File: src/hw/rtl/srpm_pkg.sv
// Shared types and constants for the stereo RMS and peak dB meter.
// No dependencies; every other file of the meter except srpm_req_if imports this package.
`timescale 1ns / 1ps
`default_nettype none

package srpm_pkg;

   // Width of the per-channel square sums, which saturate at all ones.
   localparam int SUM_W  = 64;
   // Log2 results carry a 6-bit integer part and 16 fraction bits.
   localparam int FRAC_W = 16;
   localparam int MSB_W  = 6;
   localparam int LOG_W  = MSB_W + FRAC_W;
   // Signed exponent and dB scale widths.
   localparam int EXP_W  = 24;
   localparam int K_W    = 27;
   localparam int PROD_W = EXP_W + K_W;
   localparam int DB_W   = 16;

   // 256*10*log10(2) and 256*20*log10(2) in Q16.
   localparam logic [K_W-1:0] K_POWER = 27'd50504453;
   localparam logic [K_W-1:0] K_AMPL  = 27'd101008905;

   // Lowest level reported, -100 dB in 1/256 dB steps.
   localparam logic [DB_W-1:0] DB_FLOOR_MAG = 16'd25600;
   localparam logic signed [DB_W-1:0] DB_FLOOR = -16'sd25600;

   // Sequencer of the top level.
   typedef enum logic [3:0] {
      CTL_ACC   = 4'b0001,
      CTL_DRAIN = 4'b0010,
      CTL_LOG   = 4'b0100,
      CTL_DB    = 4'b1000
   } ctl_state_type;

   // Sequencer of the log2 unit.
   typedef enum logic [2:0] {
      LG_IDLE = 3'b001,
      LG_NORM = 3'b010,
      LG_SQR  = 3'b100
   } log_state_type;

   // Pipeline occupancy reported by an accumulator lane.
   typedef struct packed {
      logic mag_valid;
      logic sq_valid;
   } lane_status_type;

   // Quantities that read as silence regardless of their log.
   typedef struct packed {
      logic left_zero;
      logic right_zero;
      logic peak_zero;
   } zero_flags_type;

endpackage

`default_nettype wire

File: src/hw/rtl/srpm_acc_lane.sv
// One channel lane: magnitude, square and saturating square sum.
// Depends on srpm_pkg.
`timescale 1ns / 1ps
`default_nettype none

module srpm_acc_lane import srpm_pkg::*; #(
   parameter int SAMPLE_BITS = 24
) (
   input  logic                   clock,
   input  logic                   reset,
   input  logic                   take,
   input  logic [SAMPLE_BITS-1:0] sample,
   input  logic                   clear,
   output logic [SAMPLE_BITS-1:0] mag,
   output lane_status_type        status,
   output logic [SUM_W-1:0]       sum
);
   localparam int WIDE_W = SUM_W + 1;

   logic [SAMPLE_BITS-1:0]   mag_ff, mag_in;
   logic                     mag_valid_ff, sq_valid_ff;
   logic [2*SAMPLE_BITS-1:0] sq_ff;
   logic [SUM_W-1:0]         sum_ff, sum_in;
   logic [WIDE_W-1:0]        wide_sum;

   // Absolute value; the most negative code maps to the sign weight.
   always_comb begin
      mag_in = sample[SAMPLE_BITS-1] ? (~sample + 1'b1) : sample;
   end

   // Add the square and saturate on carry out.
   always_comb begin
      wide_sum = {1'b0, sum_ff} + WIDE_W'(sq_ff);
      sum_in   = wide_sum[SUM_W] ? {SUM_W{1'b1}} : wide_sum[SUM_W-1:0];
   end

   // Stage valids and the running sum.
   always_ff @(posedge clock) begin
      if (reset) begin
         mag_valid_ff <= 1'b0;
         sq_valid_ff  <= 1'b0;
         sum_ff       <= '0;
      end else begin
         mag_valid_ff <= take;
         sq_valid_ff  <= mag_valid_ff;
         if (clear) begin
            sum_ff <= '0;
         end else if (sq_valid_ff) begin
            sum_ff <= sum_in;
         end
      end
   end

   // Magnitude and square stages.
   always_ff @(posedge clock) begin
      if (take) begin
         mag_ff <= mag_in;
      end
      if (mag_valid_ff) begin
         sq_ff <= mag_ff * mag_ff;
      end
   end

   assign mag              = mag_ff;
   assign sum              = sum_ff;
   assign status.mag_valid = mag_valid_ff;
   assign status.sq_valid  = sq_valid_ff;

endmodule

`default_nettype wire

File: config.mk
export PLATFORM = sky130hd
export DESIGN_NAME = srpm_acc_lane
export DESIGN_NICKNAME = d
export VERILOG_FILES = /design/src/hw/rtl/srpm_pkg.sv /design/src/hw/rtl/srpm_acc_lane.sv
export SDC_FILE = /design/constraint.sdc
export NUM_CORES = 1
export LEC_CHECK = 0
export ABC_CLOCK_PERIOD_IN_PS = 7850
export BUFFER_PORTS_ARGS = -buffer_cell sky130_fd_sc_hd__buf_4
export CAP_MARGIN = 20
export CORE_ASPECT_RATIO = 1.4
export CORE_MARGIN = 4
export CORE_UTILIZATION = 60
export CTS_BUF_LIST = sky130_fd_sc_hd__clkbuf_8
export CTS_CLUSTER_SIZE = 40
export DETAILED_ROUTE_END_ITERATION = 7
export GPL_TIMING_DRIVEN = 0
export PLACE_DENSITY = 0.77
export SLEW_MARGIN = 40
export SYNTH_ARGS = -nofsm -noshare
export SYNTH_HDL_FRONTEND = slang
export SYNTH_SLANG_ARGS = --single-unit
File: constraint.sdc
create_clock -name clock -period 7.85 [get_ports clock]
set_clock_uncertainty 0.1 [all_clocks]
set_input_delay 0 -clock clock [delete_from_list [all_inputs] [get_ports clock]]
set_output_delay 0 -clock clock [all_outputs]
set_load 0.1 [all_outputs]
Yosys cells after proc, flatten, opt, wreduce, memory -nomap -nowiden
Index checks and enable logic that the tools add are counted.
W data, S select, Z words.
{"block": "totals", "reg_bits": 138, "inputBits": 28, "out_inout_bits": 90, "elab_cells": 13}
{"block": "classes", "add_sub_neg": 2, "multipliers": 1, "muxes": 2, "n_bitwise": 1, "reduce_logical": 1}
{"op": "$add A64 B48 Y65", "count": 1}
{"op": "$mux W64", "count": 1}
{"op": "$mul A24 B24 Y48", "count": 1}
{"op": "$add A24 B1 Y24 const B", "count": 1}
{"op": "$not A24 Y24", "count": 1}
{"op": "$mux W23", "count": 1}
{"op": "$reduce_or A2 Y1", "count": 1}

Logic depth before layout (Yosys ltp)
{"block": "depth", "ltp_word": 3, "depth_mapped": 29, "depth_no_buf": 27}

Worst setup path before layout
OpenSTA, ideal clock, no wires.
{"block": "synth_path", "path_type": "flip-flop to flip-flop", "startpoint": "register mag_ff[16] (netlist: mag[16])", "endpoint": "register sq_ff[40] (data pin)", "t_arrival_ps": 7558, "t_required_ps": 7476, "setup_slack_ps": -82, "stages_incl_launch_ff": 26, "n_path_buf": 2, "synth_period_minus_slack_ps": 7932, "cell_sequence": "edfxtp_1 -> clkbuf_1 -> clkbuf_1 -> nand2_1 -> fa_1 -> inv_1 -> fa_1 -> inv_1 -> fa_1 -> fa_1 -> inv_1 -> fa_1 -> fa_1 -> inv_1 -> fa_1 -> inv_1 -> ha_1 -> a21oi_1 -> o21ai_0 -> o41a_1 -> a211oi_2 -> nor4_4 -> o41a_1 -> a221oi_2 -> o41ai_1 -> xor2_1"}
{"block": "synth_between", "elab_chain_len": 1}
{"item": "start, declared", "line_no": "srpm_acc_lane.sv:20", "source": "logic [SAMPLE_BITS-1:0] mag_ff, mag_in;"}
{"item": "start signal, assigned", "line_no": "srpm_acc_lane.sv:57", "source": "mag_ff <= mag_in;"}
{"item": "$mul A24 B24 Y48", "line_no": "srpm_acc_lane.sv:60", "source": "sq_ff <= mag_ff * mag_ff;"}
{"item": "end signal, assigned", "line_no": "srpm_acc_lane.sv:60"}
{"item": "end, declared", "line_no": "srpm_acc_lane.sv:22", "source": "logic [2*SAMPLE_BITS-1:0] sq_ff;"}
No other way between the ends.
A chain may end at the register's enable or synchronous reset.

Worst setup path in the final report
{"block": "layout_path", "startpoint": "register mag_ff[13] (netlist: mag[13])", "endpoint": "register sq_ff[40] (data pin)"}
Same word-level chain as after synthesis.

==> impl_metrics.ini <==
[clock_network]
cts.clk_slew.worst_paths_ns = 0.09
cts_root_buffer = clkbuf_8
clock-sinks = 137
htree_levels = 4
cts_max_path_buffers = 2
tritoncts = yes
insertion_delay_ns = 0.49
cts_buffers = 17

[timing]
finalHoldViolCount = 0
fin_crit_sh_pct = 98.5
fmax_mhz = 129
worst_pin_slew_ns = 0.599
slew_viol_final = 0
setup_viol = 0
slew_headroom_pct = 59.7
period_minus_slack_ns = 7.73
worst_slack_ns = 0.121
holdWs_ns = 0.136

[final_layout]
syn2layout_area_growth_pct = 12.7
fillers = 3090
layout-drive-gt1-share_pct = 10.6
nets = 3482
antennaDiodeCount = 0
regArea_um2 = 3460
multi_input_area_um2 = 17900
utilization_pct = 68.5

[synth]
avgSynthCellArea_um2 = 9.29
yosysUniqueCellTypes = 81
seq_area_frac_synth_pct = 14.4
synth_mux_area_share_pct = 0.0889
ys_top_cells_by_count = 597 x inv_1, 422 x fa_1, 227 x ha_1
synthSimpleGateAreaFrac_pct = 11.0
syn_nets = 3253
synth_area_um2 = 23900
yosysWarnings = 0
synth_top_family_by_area = adder cells
async_reset_ff_share_pct = 0
synthCells = 2576
synthAdderAreaFrac_pct = 47.2
synth-compound-area-share_pct = 11.8
synth_area_leader_cell = fa_1
synth_most_common_cell = inv_1
yosysTopAreaCellShare_pct = 35.3
ys.flop_type = edfxtp_1
synth-xor-area-share_pct = 4.65
synth-seq-cells = 137
synth_area_leaders = fa_1 35%, ha_1 12%, inv_1 9.4%
synth-edff-count = 71

[setup_path]
path_delay_family = adder cells
worstPathBufferInverterCount = 6
cp_max_fo = 10
critPathLaunchType = flop
crit_slowest_cell = fa_1
cpMostUsedCell = fa_1
crit_cells = 24
endpoint_kind = flop
path_cells = clkbuf_4 > nand2_1 > fa_1 > inv_1 > fa_1 > inv_1 > fa_1 > inv_1 > fa_2 > fa_1 > fa_1 > inv_1 > fa_1 > inv_1 > ha_2 > a211oi_2 > o21ai_0 > o32a_2 > a211oi_4 > nor4_4 > o41a_1 > a221oi_2 > o41ai_1 > xor2_1
critPathArrivalTime_ns = 7.86
r2r_cells = 24
crit_type = reg -> reg
slowest_delay_ns = 0.55
critPathRequiredTime_ns = 7.98

[placed_design]
portBuffers = 117
place.gp.congestion = 0.979
dp_slack_ns = -0.662
dp_hpwl_um = 52500

[detailed_routing]
via_per_inst = 5.67
ant_nets = 0
num_vias = 18980
dr.first_iter.drc_count = 1254
drc_errors = 0
routedWlPerCell_um = 19.2
routed_wl_um = 64100
dr.pass1.iters = 5

[worst_hold_path]
hold_depth = 3
hp-class = in -> reg

[global_route]
grt-ovfl-total = 0
grtUsageTotal_pct = 30.0
grt_pass1_vias = 20389
grt_pass1_wl_um = 102000
grt_max_degree = 48
antenna_found_initial = 0

[floorplan]
core_region_area_um2 = 39400
start_util_pct = 60.8
ioPinCount = 118
row_count = 86
die_height_um = 244
die-width_um = 177
dieArea_um2 = 43200

[job]
cap_violations = 0

[run_status]
run_status = complete, no violations
[cells in the final DEF (no fill, tap or decap), drive strengths merged, types with 4 or more instances in the layout]
cell type / count
a21oi: 122
and3: 21
clkbuf: 80
a211oi: 19
o31ai: 10
buf: 199
o21ai: 103
o41ai: 6
nand3b: 4
o2111ai: 4
nand4: 10
xor2: 43
or3: 5
edfxtp: 71
fa: 422
nor2b: 12
a21o: 46
nand2b: 10
ha: 227
inv: 608
nand2: 223
o21bai: 16
and2: 121
xnor2: 84
and4: 5
dlygate4sd3: 44
nand3: 18
a211o: 5
or2: 5
o21a: 5
dfxtp: 66
nor2: 76
nor3: 11
o211ai: 9
a21boi: 5
a31oi: 46
nor4: 6
[metal layers]
layer | GRT usage [%] | vias to the layer above | part of all wire (%)
li1 | - | 8584 | -
met1 | 34.8 | 9380 | 36
met2 | 53.2 | 798 | 51
met3 | 4.56 | 218 | 6.8
met4 | 15.9 | 0 | 5.3
met5 | 0 | - | 0
[tightest hold or removal path, cell delays in order]
cell and delay, ns:
dlygate4sd3_1 0.53, buf_4 0.12, nor2b_1 0.04
[per-stage QoR]
step	cells	cell area, um^2	TNS [ns]
after floorplan	2576	24000	0
after global placement	3221	25500	-3.54
after detailed placement	3222	25500	-4.55
after CTS	3322	26700	0
after global routing	3346	27000	-0.106
final	3346	27000	0
[area by class of cell]
cell class / count / share of cell area, %
plain buffers: 96 / 2.02
multi-input cells: 1746 / 66.6
clock buffers: 17 / 0.868
repair buffers: 210 / 6.30
clock inverters: 15 / 0.682
flip-flops and latches: 137 / 12.8
inverters: 597 / 8.31
well taps: 528 / 2.45
[logic make-up (layout without fill, tap and decap cells)]
family	Yosys count	in the layout
AND/OR/NAND/NOR	536	536
AO/OA/AOI/OAI	432	432
adder cells (fa/ha/maj)	649	649
multiplexers	2	2
flip-flops	137	137
buffers and inverters	693	935
XOR/XNOR	127	127
[flip-flops by register name, summed over array words and instances (netlist names)]
signal and flops:
mag 24, sum 64, sq_ff 47, sq_valid_ff 1, mag_valid_ff 1
[path summary, 6_finish.rpt]
path | end | from | slack [ns]
worst max register to register | sq_ff[40] | mag[13] | 0.12
worst max-delay path | sq_ff[40] | mag[13] | 0.12
worst min register to register | sum[63] | sum[63] | 0.40
worst min-delay path | sq_valid_ff | reset | 0.14
[what timing repair did]
item                                    in CTS  in global routing
endpoints found under the hold margin       67                  0
pin swaps                                    2                  6
setup buffers                               24                 24
hold buffers                                44                  0
endpoints found under the setup margin      14                  9
gates resized for setup                     51                 92
Power is not shown: default switching activity piles up to over one toggle a cycle in this logic, so the estimate is an artifact.
