--- config.mk ---
export PLATFORM = sky130hd
export DESIGN_NAME = srpm_db_merge
export DESIGN_NICKNAME = d
export VERILOG_FILES = /design/src/hw/rtl/srpm_pkg.sv /design/src/hw/rtl/srpm_db_merge.sv
export SDC_FILE = /design/constraint.sdc
export NUM_CORES = 2
export LEC_CHECK = 0
export ABC_CLOCK_PERIOD_IN_PS = 24600
export BUFFER_PORTS_ARGS = -buffer_cell sky130_fd_sc_hd__clkbuf_2
export CORE_MARGIN = 3
export CORE_UTILIZATION = 60
export DETAILED_ROUTE_END_ITERATION = 16
export PLACE_DENSITY = 0.79
export SYNTH_ARGS = -nofsm -noshare
export SYNTH_HDL_FRONTEND = slang
export SYNTH_SLANG_ARGS = --single-unit
export TNS_END_PERCENT = 5
--- constraint.sdc ---
create_clock -name clock -period 24.6 [get_ports clock]
set_clock_uncertainty 0.05 [all_clocks]
set_input_delay 2.46 -clock clock [delete_from_list [all_inputs] [get_ports clock]]
set_output_delay 2.46 -clock clock [all_outputs]
set_load 0.02 [all_outputs]
--- src/hw/rtl/srpm_pkg.sv ---
// Shared types and constants for the stereo RMS and peak dB meter.
// No dependencies; every other file of the meter except srpm_req_if imports this package.
`timescale 1ns / 1ps
`default_nettype none

package srpm_pkg;

   // Width of the per-channel square sums, which saturate at all ones.
   localparam int SUM_W  = 64;
   // Log2 results carry a 6-bit integer part and 16 fraction bits.
   localparam int FRAC_W = 16;
   localparam int MSB_W  = 6;
   localparam int LOG_W  = MSB_W + FRAC_W;
   // Signed exponent and dB scale widths.
   localparam int EXP_W  = 24;
   localparam int K_W    = 27;
   localparam int PROD_W = EXP_W + K_W;
   localparam int DB_W   = 16;

   // 256*10*log10(2) and 256*20*log10(2) in Q16.
   localparam logic [K_W-1:0] K_POWER = 27'd50504453;
   localparam logic [K_W-1:0] K_AMPL  = 27'd101008905;

   // Lowest level reported, -100 dB in 1/256 dB steps.
   localparam logic [DB_W-1:0] DB_FLOOR_MAG = 16'd25600;
   localparam logic signed [DB_W-1:0] DB_FLOOR = -16'sd25600;

   // Sequencer of the top level.
   typedef enum logic [3:0] {
      CTL_ACC   = 4'b0001,
      CTL_DRAIN = 4'b0010,
      CTL_LOG   = 4'b0100,
      CTL_DB    = 4'b1000
   } ctl_state_type;

   // Sequencer of the log2 unit.
   typedef enum logic [2:0] {
      LG_IDLE = 3'b001,
      LG_NORM = 3'b010,
      LG_SQR  = 3'b100
   } log_state_type;

   // Pipeline occupancy reported by an accumulator lane.
   typedef struct packed {
      logic mag_valid;
      logic sq_valid;
   } lane_status_type;

   // Quantities that read as silence regardless of their log.
   typedef struct packed {
      logic left_zero;
      logic right_zero;
      logic peak_zero;
   } zero_flags_type;

endpackage

`default_nettype wire

--- src/hw/rtl/srpm_db_merge.sv ---
// Merging stage: exponents, dB scaling, floor and clip, loudness maximum.
// Depends on srpm_pkg.
`timescale 1ns / 1ps
`default_nettype none

module srpm_db_merge import srpm_pkg::*; #(
   parameter int SAMPLE_BITS = 24
) (
   input  logic                   clock,
   input  logic                   reset,
   input  logic                   start,
   input  logic [LOG_W-1:0]       log_left,
   input  logic [LOG_W-1:0]       log_right,
   input  logic [LOG_W-1:0]       log_count,
   input  logic [LOG_W-1:0]       log_peak,
   input  zero_flags_type         zero,
   output logic                   done,
   output logic signed [DB_W-1:0] left_db,
   output logic signed [DB_W-1:0] right_db,
   output logic signed [DB_W-1:0] peak_db,
   output logic signed [DB_W-1:0] loud_db
);
   localparam logic signed [EXP_W-1:0] POW_OFS = EXP_W'(2 * (SAMPLE_BITS - 1) * 65536);
   localparam logic signed [EXP_W-1:0] AMP_OFS = EXP_W'((SAMPLE_BITS - 1) * 65536);
   localparam int Q_W   = PROD_W - 32;
   localparam int RND_W = PROD_W + 1;

   logic signed [EXP_W-1:0] expo [3];
   logic [K_W-1:0]          k_val [3];
   logic                    is_zero [3];
   logic [PROD_W-1:0]       prod_ff [3];
   logic                    clip_ff [3];
   logic                    floor_ff [3];
   logic signed [DB_W-1:0]  db_val [3];
   logic signed [DB_W-1:0]  db_ff [3];
   logic                    st1_valid_ff;
   logic                    done_ff;

   // Exponents of left power, right power and peak amplitude.
   always_comb begin
      expo[0]    = $signed({2'b00, log_left}) - $signed({2'b00, log_count}) - POW_OFS;
      expo[1]    = $signed({2'b00, log_right}) - $signed({2'b00, log_count}) - POW_OFS;
      expo[2]    = $signed({2'b00, log_peak}) - AMP_OFS;
      k_val[0]   = K_POWER;
      k_val[1]   = K_POWER;
      k_val[2]   = K_AMPL;
      is_zero[0] = zero.left_zero;
      is_zero[1] = zero.right_zero;
      is_zero[2] = zero.peak_zero;
   end

   for (genvar i = 0; i < 3; i++) begin : g_lvl
      logic [EXP_W-1:0] mag;
      logic [RND_W-1:0] rounded;
      logic [Q_W-1:0]   q;

      // Scale stage: |E| times the dB constant.
      always_comb begin
         mag = EXP_W'(0) - expo[i];
      end

      always_ff @(posedge clock) begin
         if (start) begin
            prod_ff[i]  <= mag * k_val[i];
            clip_ff[i]  <= !expo[i][EXP_W-1];
            floor_ff[i] <= is_zero[i];
         end
      end

      // Round half up, negate and apply floor and clip.
      always_comb begin
         rounded = {1'b0, prod_ff[i]} + (RND_W'(1) << 31);
         q       = rounded[PROD_W-1:32];
         if (floor_ff[i]) begin
            db_val[i] = DB_FLOOR;
         end else if (clip_ff[i]) begin
            db_val[i] = '0;
         end else if (q >= Q_W'(DB_FLOOR_MAG)) begin
            db_val[i] = DB_FLOOR;
         end else begin
            db_val[i] = $signed(DB_W'(0) - q[DB_W-1:0]);
         end
      end

      always_ff @(posedge clock) begin
         if (st1_valid_ff) begin
            db_ff[i] <= db_val[i];
         end
      end
   end

   // Stage valids; done holds until the next start.
   always_ff @(posedge clock) begin
      if (reset) begin
         st1_valid_ff <= 1'b0;
         done_ff      <= 1'b0;
      end else begin
         st1_valid_ff <= start;
         if (start) begin
            done_ff <= 1'b0;
         end else if (st1_valid_ff) begin
            done_ff <= 1'b1;
         end
      end
   end

   assign done     = done_ff;
   assign left_db  = db_ff[0];
   assign right_db = db_ff[1];
   assign peak_db  = db_ff[2];
   assign loud_db  = (db_ff[0] > db_ff[1]) ? db_ff[0] : db_ff[1];

endmodule

`default_nettype wire

# Word-level counts from Yosys, hierarchy flattened
# Memory sizes are Yosys's and may differ from the RTL's.
# Index checks and enable logic that the tools add are counted.
[op_classes]
multipliers = 3
order_cmp = 4
n_mux = 14
reduce_logical = 4
add_sub_neg = 14
[ops]
columns = ["operator", "n"]
rows = [
  ["$mux 16", 10],
  ["$add 51x32->51 const B", 3],
  ["$mul 24x26->50 const B", 2],
  ["$ge 19x15->1 const B", 3],
  ["$mul 24x27->51 const B", 1],
  ["$sub 1x16->16 const A", 3],
  ["$sub 1x24->24 const A", 2],
  ["$sub 23x23->24 const B", 2],
  ["$sub 22x22->23", 2],
  ["$sub 1x23->24 const A", 1],
  ["$sub 22x21->23 const B", 1],
  ["$gt 16x16->1", 1],
  ["$mux 1", 4],
  ["$logic_not 1->1", 3],
  ["$reduce_or 2->1", 1],
]
[totals]
word_cells = 45
ff_bits = 2
ramBits = 207
output_inout_bits = 65
n_memories = 4
[memory_table]
columns = ["memory", "words", "word_bits", "rd", "rd_clocked_by_memory_dff", "wr", "line_no", "rtl"]
rows = [
  ["prod_ff", 3, 51, 3, 0, 3, "srpm_db_merge.sv:31", "logic [PROD_W-1:0] prod_ff [3];"],
  ["db_ff", 3, 16, 3, 0, 3, "srpm_db_merge.sv:35", "logic signed [DB_W-1:0] db_ff [3];"],
  ["clip_ff", 3, 1, 3, 0, 3, "srpm_db_merge.sv:32", "logic clip_ff [3];"],
  ["floor_ff", 3, 1, 3, 0, 3, "srpm_db_merge.sv:33", "logic floor_ff [3];"],
]

# Longest topological paths before layout
# An unclocked memory read counts as a cell.
[depth]
depth_word = 6
depth_mapped = 40
mapped_depth_nobuf = 39

# Worst setup path before layout
# OpenSTA, ideal clock, no wires.
[synth_timing]
path_kind = "input -> register"
from = "input port log_right[0]"
to = "memory prod_ff[0][94] in the netlist's numbering (data pin)"
n_path_buf = 0
t_arrival_ns = 10.952
setup_time_ns = 0.258
cell_stages = 37
path_slack_ns = 13.340
t_required_ns = 24.292
path_cell_list = "inv_1 > ha_1 > fa_1 > nor2b_1 > o21ai_2 > a211oi_2 > a211oi_4 > o21ai_1 > xor2_1 > ha_1 > xor2_1 > xnor2_1 > a2111oi_4 > nor2_2 > xnor2_1 > ha_1 > fa_1 > inv_1 > fa_1 > inv_1 > fa_1 > inv_1 > fa_1 > inv_1 > fa_1 > inv_1 > fa_1 > inv_1 > ha_1 > a21o_1 > a21oi_1 > o21ai_0 > a31oi_1 > o21bai_1 > a211o_1 > a21oi_1 > xnor2_1"
[synth_rtl]
columns = ["item", "line_no", "rtl"]
rows = [
  ["start, declared", "srpm_db_merge.sv:13", "input logic [LOG_W-1:0] log_right,"],
  ["end, declared", "srpm_db_merge.sv:31", ""],
]

==> reports/metrics.csv <==
stage,metric,value,unit
grt,GRT Residual Overflow,0,
yosys,Syn. warnings,0,
yosys,number of synthesized flops with an enable pin,112,
yosys,"flops & latches, synth",114,
yosys,ys flop type,edfxtp_1,
critical_path,"Buf+Inv Stages, Crit Path",5,
sta,Period minus WS final,12.27,ns
sta,setup TNS,0,ns
yosys,Cells after Synth,3396,
placed_design,gp weighted congestion,0.9867,
layout,Fill cells,4183,
yosys,synth unique cells,91,
die,IO Pins,159,
route,Metal-1 WL,32820,um
route,drt pass-1 iters,6,
job,max_cap viols,0,
yosys,Post-synth ARST share,0,%
die,Die W,239.3,um
critical_path,CP max stage cell,a2111oi_0,
clock_network,H-tree Lvls,4,
sta,Hold Slack,0.4450,ns
die,Initial Utilization,61.40,%
clock_network,cts hold-fix bufs,0,
route,vias,24210,
critical_path,CP max FO,8,
yosys,"Avg Cell Area, Syn",9.615,um2
die,Core Rows,84,
die,core area,53180,um2
sta,fmax,0.08149,GHz
placed_design,dpl hpwl,67630,um
route,WL/cell,17.91,um
yosys,syn_nets,4697,
sta,Max Slew Vio Count,0,
route,drt initial violations,1501,
grt,antenna violations before repair,5,
grt,Tot GR Track Use,27.38,%
critical_path,CP required,24.74,ns
clock_network,postcts setup bufs,0,
sta,final period utilization,49.88,%
route,Avg Vias per Cell,5.669,
die,Die Span Y,239.3,um
clock_network,post_cts resized,0,
sta,Slew @ Worst Pin,1.108,ns
sta,RSZ-0062 raised after global routing,false,
placed_design,Cells after DPL,4234,
clock_network,CTS Sinks,114,
placed_design,port buffer count,158,
layout,layout cells sized above 1,7.742,%
critical_path,arrival time of the worst setup path,12.41,ns
yosys,adder-cell share of the synthesized area,54.61,%
clock_network,worst-skew pair later-pin latency,0.44,ns
route,max layer used,met5,
critical_path,crit end category,flip-flop,
clock_network,clock tree buffer depth,2,
critical_path,CP max stage delay,0.67,ns
layout,Final Non-Filler Cells,4270,
yosys,simple-gate share of the synthesized area,9.450,%
critical_path,Worst setup SP type,primary input,
grt,first-pass GRT wire length,123800,um
critical_path,critical path class,primary input to flip-flop,
critical_path,"CP delay by family, top",adder cells,
yosys,compound-gate portion of the synthesized area,9.224,%
clock_network,clk slew on worst S/H paths,0.06,ns
clock_network,clock root cell,clkbuf_16,
grt,vias in the first global route,24730,
yosys,XOR/XNOR Fraction of Synth Area,6.591,%
sta,max_slew headroom,25.63,%
grt,largest net degree at the start of global routing,67,
yosys,largest family of logic cells by synthesized area,adder cells,
route,met2 wire length,35120,um
yosys,Mapped Area,32650,um2
layout,post-layout net count,4866,
die,Die ar.,57250,um2
min_path,class of the worst hold path,flip-flop to flip-flop,
clock_network,CTS tree,built,
route,met3 WL post-DR,5286,um
status,status,"finished, final reports clean",
yosys,post-synthesis sequential area ratio,10.42,%
layout,area delta synth->final,6.978,%
route,WL final,76480,um
sta,final setup violation count,0,
sta,Hold Fails Final Rpt,0,
route,# DRC,0,
clock_network,TritonCTS buffer count,17,
yosys,post-synthesis mux area share,0.8354,%
critical_path,cell mode on critical path,fa_1,
route,remaining antenna violation count,0,
[layout make-up]
class                      count  area [um2]  share of cell area [%]
clock inverter                11       102.6                  0.2937
antenna                        4       10.01                 0.02866
multi-input combinational   2518       26350                   75.44
sequential                   114        3405                   9.747
tap                          688       860.8                   2.464
timing repair buffer         185       993.5                   2.844
inverter                     729        2736                   7.834
clock buffer                  21       470.5                   1.347
[synth_stat cells (8+ instances only)]
cell | instances | area, um2
a211oi_1 | 21 | 157.7
o21a_1 | 36 | 270.3
nor2b_1 | 29 | 181.4
nor4_1 | 9 | 56.30
nor2_1 | 162 | 608.1
nand3b_1 | 8 | 60.06
nand2b_1 | 27 | 168.9
nor3_1 | 64 | 320.3
and3_1 | 35 | 219.0
a21o_1 | 59 | 442.9
nand3_1 | 55 | 275.3
or2_2 | 18 | 112.6
a31oi_1 | 19 | 118.9
xnor2_1 | 161 | 1410
xor2_1 | 81 | 709.4
clkbuf_1 | 27 | 101.4
a211o_1 | 8 | 70.07
or3_1 | 21 | 131.4
and2_1 | 11 | 68.82
nand2_1 | 93 | 349.1
inv_1 | 729 | 2736
and4_1 | 8 | 70.07
mux2_2 | 18 | 202.7
fa_1 | 362 | 7247
o21ai_0 | 65 | 325.3
or4_1 | 9 | 67.56
edfxtp_1 | 112 | 3363
nand4_1 | 19 | 118.9
ha_1 | 845 | 10570
o211ai_1 | 9 | 67.56
o21bai_1 | 9 | 67.56
a21oi_1 | 119 | 595.6
[registers in the layout, indices dropped and copies added, names as in the netlist]
signal        cells
db_ff            48
st1_valid_ff      1
prod_ff          58
done              1
floor_ff          3
clip_ff           3
[tightest hold or removal path, stage by stage (launching register included)]
cell and delay (ns):
dfxtp_1 0.31, nor2_1 0.10, nor3_1 0.05
[cells by family (layout without fill, tap and decap cells)]
| logic type | count (synthesis) | in the layout |
|---|---|---|
| and+or+nand+nor | 598 | 598 |
| AOI/OAI and AO/OA | 443 | 443 |
| DFF | 114 | 114 |
| xor gates and xnor gates | 244 | 244 |
| muxes | 25 | 25 |
| buffers and inverters | 764 | 946 |
| other | 0 | 4 |
| adders and majority gates | 1208 | 1208 |
[cell usage in the layout (no fill, tap or decap), drive strengths merged, types with 9 or more instances in the layout]
cell type  count
nand2b        27
or4            9
or3           21
a21o          59
or2           22
nor4          11
fa           362
o211ai        10
and3          35
o21bai         9
nand3         55
and2          12
xor2          83
nor2         163
a2111oi        9
xnor2        161
mux2          18
nand2         93
buf           28
a21oi        120
nor3          65
ha           845
a31oi         19
nor2b         29
nand4         20
edfxtp       112
inv          732
o21ai         71
a211oi        27
o21a          36
clkbuf       178
[stage by stage]
step / instance area, um2 / setup WS, ns / util [%]
final: 34930 / 12.33 / 65.68
after global routing: 34920 / 11.51 / 65.67
after CTS: 34920 / 12.47 / 65.66
after detailed placement: 34350 / 12.10 / 64.58
after global placement: 34350 / 12.41 / 64.58
after floorplan: 32650 / 13.34 / -
[layer usage]
metal	global-route usage, %	up-vias
met5	0	-
met4	11.09	2
met2	44.86	703
met3	6.149	180
li1	-	11760
met1	35.25	11560
[path summary, 6_finish.rpt]
check / slack (ns) / to / from / depth (start not counted)
setup / recovery: 12.33 / prod_ff[0][44] / log_count[8] / 37
hold / removal: 0.44 / done / done / 2
setup reg to reg: 20.94 / db_ff[0][37] / prod_ff[0][133] / 10
hold reg to reg: 0.44 / done / done / 2
Power is not shown: default switching activity piles up to over one toggle a cycle in this logic, so the estimate is an artifact.
