`config.mk`:
```
export PLATFORM = sky130hd
export DESIGN_NAME = srpm_log2
export DESIGN_NICKNAME = d
export VERILOG_FILES = /design/src/hw/rtl/srpm_pkg.sv /design/src/hw/rtl/srpm_log2.sv
export SDC_FILE = /design/constraint.sdc
export NUM_CORES = 2
export LEC_CHECK = 0
export BUFFER_PORTS_ARGS = -buffer_cell sky130_fd_sc_hd__buf_2
export CAP_MARGIN = 10
export CORE_ASPECT_RATIO = 0.75
export CORE_MARGIN = 5
export CORE_UTILIZATION = 45
export DETAILED_ROUTE_END_ITERATION = 7
export PLACE_DENSITY = 0.71
export SLEW_MARGIN = 20
export SYNTH_ARGS = -nofsm -noshare
export SYNTH_HDL_FRONTEND = slang
export SYNTH_SLANG_ARGS = --single-unit
```
`constraint.sdc`:
```
create_clock -name clock -period 11.52 [get_ports clock]
set_input_delay 1.152 -clock clock [delete_from_list [all_inputs] [get_ports clock]]
set_output_delay 1.152 -clock clock [all_outputs]
set_load 0.05 [all_outputs]
```
`src/hw/rtl/srpm_pkg.sv`:
```
// Shared types and constants for the stereo RMS and peak dB meter.
// No dependencies; every other file of the meter except srpm_req_if imports this package.
`timescale 1ns / 1ps
`default_nettype none

package srpm_pkg;

   // Width of the per-channel square sums, which saturate at all ones.
   localparam int SUM_W  = 64;
   // Log2 results carry a 6-bit integer part and 16 fraction bits.
   localparam int FRAC_W = 16;
   localparam int MSB_W  = 6;
   localparam int LOG_W  = MSB_W + FRAC_W;
   // Signed exponent and dB scale widths.
   localparam int EXP_W  = 24;
   localparam int K_W    = 27;
   localparam int PROD_W = EXP_W + K_W;
   localparam int DB_W   = 16;

   // 256*10*log10(2) and 256*20*log10(2) in Q16.
   localparam logic [K_W-1:0] K_POWER = 27'd50504453;
   localparam logic [K_W-1:0] K_AMPL  = 27'd101008905;

   // Lowest level reported, -100 dB in 1/256 dB steps.
   localparam logic [DB_W-1:0] DB_FLOOR_MAG = 16'd25600;
   localparam logic signed [DB_W-1:0] DB_FLOOR = -16'sd25600;

   // Sequencer of the top level.
   typedef enum logic [3:0] {
      CTL_ACC   = 4'b0001,
      CTL_DRAIN = 4'b0010,
      CTL_LOG   = 4'b0100,
      CTL_DB    = 4'b1000
   } ctl_state_type;

   // Sequencer of the log2 unit.
   typedef enum logic [2:0] {
      LG_IDLE = 3'b001,
      LG_NORM = 3'b010,
      LG_SQR  = 3'b100
   } log_state_type;

   // Pipeline occupancy reported by an accumulator lane.
   typedef struct packed {
      logic mag_valid;
      logic sq_valid;
   } lane_status_type;

   // Quantities that read as silence regardless of their log.
   typedef struct packed {
      logic left_zero;
      logic right_zero;
      logic peak_zero;
   } zero_flags_type;

endpackage

`default_nettype wire

```
`src/hw/rtl/srpm_log2.sv`:
```
// Iterative log2 with 16 fraction bits: leading-one search, then squaring.
// Depends on srpm_pkg.
`timescale 1ns / 1ps
`default_nettype none

module srpm_log2 import srpm_pkg::*; (
   input  logic             clock,
   input  logic             reset,
   input  logic             start,
   input  logic [SUM_W-1:0] x,
   output logic             done,
   output logic [LOG_W-1:0] result
);
   localparam int M_W = SUM_W / 2;

   log_state_type       state_ff;
   logic [SUM_W-1:0]    val_ff, val_in;
   logic [MSB_W-1:0]    msb_ff, msb_in;
   logic [MSB_W-1:0]    shift;
   logic                hi_zero;
   logic [3:0]          step_ff;
   logic [M_W-1:0]      m_ff, m_in;
   logic [2*M_W-1:0]    prod;
   logic [FRAC_W-1:0]   frac_ff;
   logic                done_ff;

   // One binary-search step of the leading-one position.
   always_comb begin
      shift   = 6'd32 >> step_ff;
      hi_zero = (val_ff & ~({SUM_W{1'b1}} >> shift)) == '0;
      val_in  = hi_zero ? (val_ff << shift) : val_ff;
      msb_in  = hi_zero ? (msb_ff - shift) : msb_ff;
   end

   // One squaring step of the normalized mantissa.
   always_comb begin
      prod = m_ff * m_ff;
      m_in = prod[2*M_W-1] ? prod[2*M_W-1:M_W] : prod[2*M_W-2:M_W-1];
   end

   // Sequencer.
   always_ff @(posedge clock) begin
      if (reset) begin
         state_ff <= LG_IDLE;
         done_ff  <= 1'b0;
      end else begin
         unique case (state_ff)
            LG_IDLE: begin
               if (start) begin
                  state_ff <= LG_NORM;
                  done_ff  <= 1'b0;
               end
            end
            LG_NORM: begin
               if (step_ff == 4'd5) begin
                  state_ff <= LG_SQR;
               end
            end
            LG_SQR: begin
               if (step_ff == 4'd0) begin
                  state_ff <= LG_IDLE;
                  done_ff  <= 1'b1;
               end
            end
            default: begin
               state_ff <= LG_IDLE;
            end
         endcase
      end
   end

   // Datapath registers.
   always_ff @(posedge clock) begin
      case (state_ff)
         LG_IDLE: begin
            if (start) begin
               val_ff  <= x;
               msb_ff  <= {MSB_W{1'b1}};
               step_ff <= 4'd0;
               frac_ff <= '0;
            end
         end
         LG_NORM: begin
            val_ff <= val_in;
            msb_ff <= msb_in;
            if (step_ff == 4'd5) begin
               step_ff <= 4'd15;
               m_ff    <= val_in[SUM_W-1:M_W];
            end else begin
               step_ff <= step_ff + 4'd1;
            end
         end
         LG_SQR: begin
            m_ff             <= m_in;
            frac_ff[step_ff] <= prod[2*M_W-1];
            step_ff          <= step_ff - 4'd1;
         end
         default: begin
         end
      endcase
   end

   assign done   = done_ff;
   assign result = {msb_ff, frac_ff};

endmodule

`default_nettype wire

```
Yosys cells after proc, flatten, opt, wreduce, memory -nomap -nowiden
Index checks and enable logic that the tools add are counted.
- input port bits: 67
- bits in registers: 126
- word-level logic and storage cells: 65
- output and inout bits: 23
- reduce and logical (&&, ||, !) cells: 14
- shift-type cells: 3
- bitwise logic cells: 2
- equality and inequality tests: 8
- add/sub/neg operators: 3
- mux-type cells: 24
- multipliers: 1
- order comparisons: 2
- operators by type and width (cell ; number):
    2-to-1 mux 64 bit ; 2
    case mux 64 bit (2 select lines) ; 1
    bitwise AND 64 bit ; 1
    zero test 64 bit ; 1
    multiplier 32 x 32 -> 64 bit ; 1
    2-to-1 mux 32 bit ; 2
    NOT 64 bit ; 1
    case mux 32 bit (2 select lines) ; 1
    left shift 64 x 6 -> 64 bit ; 1
    >> shifter 64 x 6 -> 64 bit, first input constant ; 1
    case mux 16 bit (2 select lines) ; 1
    bitwise mux 16 bit ; 1
    2-to-1 mux 16 bit ; 1
    2-to-1 mux 6 bit ; 2
    case mux 4 bit (3 select lines) ; 1
    case mux 6 bit (2 select lines) ; 1
    2-to-1 mux 3 bit ; 3
    case mux 3 bit (3 select lines) ; 1
    AND reduction 3 bit ; 3
    2-to-1 mux 4 bit ; 2
    inequality test 2 bit, second input constant ; 4
    AND reduction 2 bit ; 4
    nonzero test 2 bit ; 3
    >> shifter 6 x 4 -> 6 bit, first input constant ; 1
    other kinds (15) ; 17

Logic depth before layout (Yosys ltp)
- word-level depth: 8
- depth in mapped cells: 32
- depth with buffers taken out: 27

Worst setup path after synthesis
Ideal clock, no wire load.
- path kind: register to register
- from: reg m_ff[5]
- to: reg m_ff[14] (data pin)
- required time: 11.260 ns
- setup slack: 3.597 ns
- setup time: 0.260 ns
- clock period less this slack: 7.923 ns
- path buffers: 4
- stages on the path, launching flop included: 29
- data arrival time: 7.663 ns
- cells stage by stage: edfxtp_1 clkbuf_1 clkbuf_1 nand2_1 fa_1 inv_1 fa_1 fa_1 inv_1 fa_1 inv_1 fa_1 fa_1 fa_1 inv_1 fa_1 inv_1 ha_1 clkbuf_1 nand2_1 o21ai_0 nand3_1 a32o_1 o21a_1 a211oi_1 o211a_1 buf_4 mux2_2 mux2_2
- cells in the longest elaborated chain, start to end: 3
- RTL lines (element ; RTL line ; source):
    start, declared ; srpm_log2.sv:22 ; logic [M_W-1:0] m_ff, m_in;
    start signal, assigned ; srpm_log2.sv:88 ; m_ff <= val_in[SUM_W-1:M_W];
    start signal, assigned ; srpm_log2.sv:94 ; m_ff <= m_in;
    multiplier 32 x 32 -> 64 bit ; srpm_log2.sv:37 ; prod = m_ff * m_ff;
    2-to-1 mux 32 bit ; srpm_log2.sv:38 ; m_in = prod[2*M_W-1] ? prod[2*M_W-1:M_W] : prod[2*M_W-2:M_W-1];
    case mux 32 bit (2 select lines) ; srpm_log2.sv:74 ; case (state_ff)
No other way between the ends.
A chain may end at the register's enable or synchronous reset.

Worst setup path after layout
- from: reg m_ff[10]
- to: reg m_ff[16] (data pin)
Same word-level chain as after synthesis.

==> run_results.csv <==
group,metric,value,unit
cells_and_area,insertedDiodeCount,0,
synth,synthDominantAreaCellType,"sky130_fd_sc_hd__fa_1",
synth,synth-seq-area-share,9.58,%
status,run_status,"complete, no violations",
setup_path,slowest_stage,"sky130_fd_sc_hd__edfxtp_1",
cts,clock_tree.root_cell,"sky130_fd_sc_hd__clkbuf_16",
grt,grt_antenna_before_repair,2,
power,pwr-share-seq,16.5,%
synth,asyncSetResetFlopFracSynth,0,%
setup_path,worst_path_dominant_cell_family,"adder cells",
routing,drc,0,
place,hpwlAfterDp,96300,µm
synth,synth.net_count,5363,
synth,synth-warning-count,0,
cells_and_area,layout.nets,5347,
power,total_leakage_power,21.8,nW
setup_path,path_class,"register to register",
die,core-area,0.0860,mm²
setup_path,crit_required,11.69,ns
power,internal_power_summed_over_all_cells,0.00175,W
synth,netlist_instances,4198,
grt,global_route_wire_length_before_repair,183000,µm
synth,synth_edf_count,122,
grt,grt_max_degree,92,
cts,cts_hold_buffers,0,
routing,post_drt_via_cell_ratio,5.52,
die,initial_core_util,45.4,%
setup_path,worst_setup_path_start_kind,"register",
setup_path,critPathBufInv,6,
grt,globalRouteTotalUtil,25.5,%
synth,ys_ff_latch,126,
sta,final.setup.worst_slack,1.70,ns
synth,synth_area_leaders,"sky130_fd_sc_hd__fa_1 41%, sky130_fd_sc_hd__ha_1 9.8%, sky130_fd_sc_hd__inv_1 9.5%",
sta,totalNegativeSetupSlack,0,ns
routing,routed_wire_length_per_instance,21.9,µm
synth,area_of_the_mapped_netlist,0.0391,mm²
flow_run,maxCapViolations,0,
power,vdd.ir_drop.worst,0.121,mV
grt,gr-total-overflow,0,
sta,setup_viol_count_final,0,
min_path,hp-class,"register to register",
sta,grt_setup_unrepaired,"false",
cts,cts.path.max_buffers,2,
power,finalPower,0.00358,W
sta,maxClockFrequency,102,MHz
place,place.port_buffers,89,
sta,final.period_utilization,85.3,%
sta,timing_hold_violations_final,0,
setup_path,critPathArrivalTime,9.99,ns
synth,synth_largest_type_area_fraction,40.6,%
power,comb_power_share,68.9,%
setup_path,stage_delay_of_the_slowest_cell_on_the_critical_path,1.11,ns
sta,worst_slew_pin_slew,1.27,ns
die,rows,93,
die,design.portCount,90,
sta,timing.slew.headroom,14.5,%
cts,tritoncts,"yes",
power,switching_power,0.00183,W
routing,wl,117000,µm
synth,synthFlopType,"sky130_fd_sc_hd__edfxtp_1",
routing,drt-initial-drc-count,2719,
cts,postCtsSetupBuffers,0,
synth,netlist-cell-type-count,81,
cts,cts_htree_levels,4,
cells_and_area,area.growth.synth_to_final,5.52,%
die,die_y,265,µm
die,die-width,350,µm
grt,first_global_vias,31524,
die,die-area,0.0929,mm²
cts,clk-insertion-delay-late,0.45,ns
sta,final.min_clock_period,9.82,ns
cells_and_area,drive_above_1_share,5.98,%
cts,numClockSinks,126,
setup_path,worstPathMaxFanout,48,
routing,detail-route-antenna-nets,0,
cells_and_area,layout.core_utilization,47.9,%
synth,syn_avg_cell_area,9.31,µm²
power,clock_power_share,14.5,%
place,gpl.final_weighted_congestion,1.03,
place,place_worst_setup_slack,1.66,ns
routing,drt_pass1_iterations,5,
power,sw_frac_of_total,51.1,%
routing,vias,29469,
sta,clock_skew,0.0170,ns
sta,max_transition_viols_final,0,
cts,cts_made_buffers,17,
power,p_per_area,86.9,mW/mm²
cts,path_clk_slew,0.07,ns
setup_path,critPathCaptureType,"register",
setup_path,timing.critical_path.mode_cell,"sky130_fd_sc_hd__fa_1",
cts,cts_resized,0,
## per-stage QoR
| step | cell area, µm² | hold WS, ns | instances |
|---|---|---|---|
| floorplan | 39100 | 0.511 | 4198 |
| detailed placement | 40700 | 0.543 | 5303 |
| CTS | 41200 | 0.550 | 5335 |
| finish | 41200 | 0.544 | 5335 |
| global route | 41200 | 0.585 | 5335 |
| global placement | 40700 | 0.523 | 5302 |
## worst paths after layout
| kind | startpoint | to | slack, ns | depth (start not counted) |
|---|---|---|---|---|
| setup / recovery | m_ff[10]$_DFFE_PP_ | m_ff[16]$_DFFE_PP_ | 1.70 | 25 |
| hold / removal | done$_SDFFE_PP0P_ | done$_SDFFE_PP0P_ | 0.54 | 2 |
| setup reg to reg | m_ff[10]$_DFFE_PP_ | m_ff[16]$_DFFE_PP_ | 1.70 | 25 |
| hold reg to reg | done$_SDFFE_PP0P_ | done$_SDFFE_PP0P_ | 0.54 | 2 |
## state kept, by name, indices dropped and copies added, names as in the netlist
| signal | cells |
|---|---|
| val_ff | 64 |
| m_ff | 32 |
| frac_ff | 16 |
| msb_ff | 6 |
| step_ff | 4 |
| state_ff | 3 |
| done | 1 |
## power groups by stage
stage	combinational (W)	clock (W)	sequential (W)
after detailed placement	0.00238	0	0.000598
after global routing	0.00269	0.000542	0.000594
final	0.00247	0.000521	0.000592
after global placement	0.00237	0	0.000597
after floorplan	0.00169	0	0.000597
after CTS	0.00240	0.000520	0.000588
## routing by layer
layer	share of wire, %	track usage, %	wire length (µm)	vias up
met4	2.4	5.51	2770	0
met5	0	0	0	-
li1	-	-	-	13092
met1	42	35.8	49000	14778
met3	13	10.2	15200	169
met2	43	37.6	49800	1430
## worst register-to-register path, stage by stage (launching register included)
cell                       delay, ns
sky130_fd_sc_hd__edfxtp_1       1.11
sky130_fd_sc_hd__buf_4          0.39
sky130_fd_sc_hd__nand2_1        0.11
sky130_fd_sc_hd__fa_1           0.55
sky130_fd_sc_hd__fa_1           0.56
sky130_fd_sc_hd__inv_1          0.06
sky130_fd_sc_hd__fa_1           0.53
sky130_fd_sc_hd__inv_1          0.05
sky130_fd_sc_hd__fa_1           0.50
sky130_fd_sc_hd__inv_1          0.06
sky130_fd_sc_hd__fa_1           0.63
sky130_fd_sc_hd__fa_1           0.47
sky130_fd_sc_hd__fa_1           0.50
sky130_fd_sc_hd__inv_1          0.05
sky130_fd_sc_hd__fa_1           0.48
sky130_fd_sc_hd__inv_1          0.04
sky130_fd_sc_hd__ha_1           0.38
sky130_fd_sc_hd__nand2_1        0.12
sky130_fd_sc_hd__nor2_1         0.18
sky130_fd_sc_hd__nand3_1        0.13
sky130_fd_sc_hd__nor3_1         0.43
sky130_fd_sc_hd__o211ai_1       0.39
sky130_fd_sc_hd__a211oi_1       0.47
sky130_fd_sc_hd__o211a_4        0.65
sky130_fd_sc_hd__a21oi_1        0.15
sky130_fd_sc_hd__a22oi_1        0.55
## cell usage in the layout, fill, tap and decap left out, types with 19 or more instances in the layout
| cell type | synthesis | final |
|---|---|---|
| sky130_fd_sc_hd__a21o_1 | 40 | 40 |
| sky130_fd_sc_hd__a21oi_1 | 154 | 154 |
| sky130_fd_sc_hd__a22oi_1 | 24 | 24 |
| sky130_fd_sc_hd__a31oi_1 | 20 | 20 |
| sky130_fd_sc_hd__and2_1 | 239 | 239 |
| sky130_fd_sc_hd__and3_1 | 25 | 25 |
| sky130_fd_sc_hd__buf_2 | 26 | 89 |
| sky130_fd_sc_hd__buf_4 | 10 | 68 |
| sky130_fd_sc_hd__edfxtp_1 | 122 | 122 |
| sky130_fd_sc_hd__fa_1 | 792 | 792 |
| sky130_fd_sc_hd__ha_1 | 306 | 306 |
| sky130_fd_sc_hd__inv_1 | 985 | 985 |
| sky130_fd_sc_hd__mux2_2 | 19 | 19 |
| sky130_fd_sc_hd__mux2i_1 | 230 | 230 |
| sky130_fd_sc_hd__nand2_1 | 425 | 423 |
| sky130_fd_sc_hd__nand3_1 | 23 | 23 |
| sky130_fd_sc_hd__nor2_1 | 102 | 99 |
| sky130_fd_sc_hd__nor3_1 | 28 | 28 |
| sky130_fd_sc_hd__o211ai_1 | 21 | 21 |
| sky130_fd_sc_hd__o21ai_0 | 124 | 123 |
| sky130_fd_sc_hd__o22ai_1 | 24 | 24 |
| sky130_fd_sc_hd__xnor2_1 | 43 | 43 |
| sky130_fd_sc_hd__xor2_1 | 37 | 37 |
## cells by family after synthesis
| kind of cell | after synthesis | synth area share (%) |
|---|---|---|
| buffers and inverters | 1183 | 11.6 |
| flip-flops | 126 | 9.58 |
| XOR/XNOR | 80 | 1.79 |
| adder cells (fa/ha/maj) | 1100 | 50.4 |
| AO/OA/AOI/OAI | 537 | 8.75 |
| multiplexers | 250 | 6.50 |
| AND/OR/NAND/NOR | 922 | 11.3 |
## synth_stat cells, types with 10 or more instances
master and number:
sky130_fd_sc_hd__nand4_1 13, sky130_fd_sc_hd__mux2_2 19, sky130_fd_sc_hd__inv_1 985, sky130_fd_sc_hd__and3_1 25, sky130_fd_sc_hd__a22o_1 12, sky130_fd_sc_hd__ha_1 306, sky130_fd_sc_hd__clkbuf_1 139, sky130_fd_sc_hd__mux2i_1 230
sky130_fd_sc_hd__a21oi_1 154, sky130_fd_sc_hd__buf_1 13, sky130_fd_sc_hd__buf_4 10, sky130_fd_sc_hd__edfxtp_1 122, sky130_fd_sc_hd__o21bai_1 14, sky130_fd_sc_hd__a211oi_1 13, sky130_fd_sc_hd__nor2_1 102, sky130_fd_sc_hd__xor2_1 37
sky130_fd_sc_hd__a31oi_1 20, sky130_fd_sc_hd__o22ai_1 24, sky130_fd_sc_hd__o21ai_0 124, sky130_fd_sc_hd__fa_1 792, sky130_fd_sc_hd__a311oi_1 14, sky130_fd_sc_hd__a22oi_1 24, sky130_fd_sc_hd__and2_1 239, sky130_fd_sc_hd__nor3_1 28
sky130_fd_sc_hd__nor2b_1 17, sky130_fd_sc_hd__buf_2 26, sky130_fd_sc_hd__a21o_1 40, sky130_fd_sc_hd__nand3_1 23, sky130_fd_sc_hd__nor4_1 11, sky130_fd_sc_hd__xnor2_1 43, sky130_fd_sc_hd__o211ai_1 21, sky130_fd_sc_hd__nand2_1 425
## final cells by class
type,instances,area [µm²]
well taps,1140,1430
clock buffers,21,440
inverters,990,3720
flip-flops and latches,126,3740
fillers,8131,44800
multi-input cells,2889,30800
clock inverters,11,93.8
repair buffers,158,983
Power figures use the tool's default switching activity.
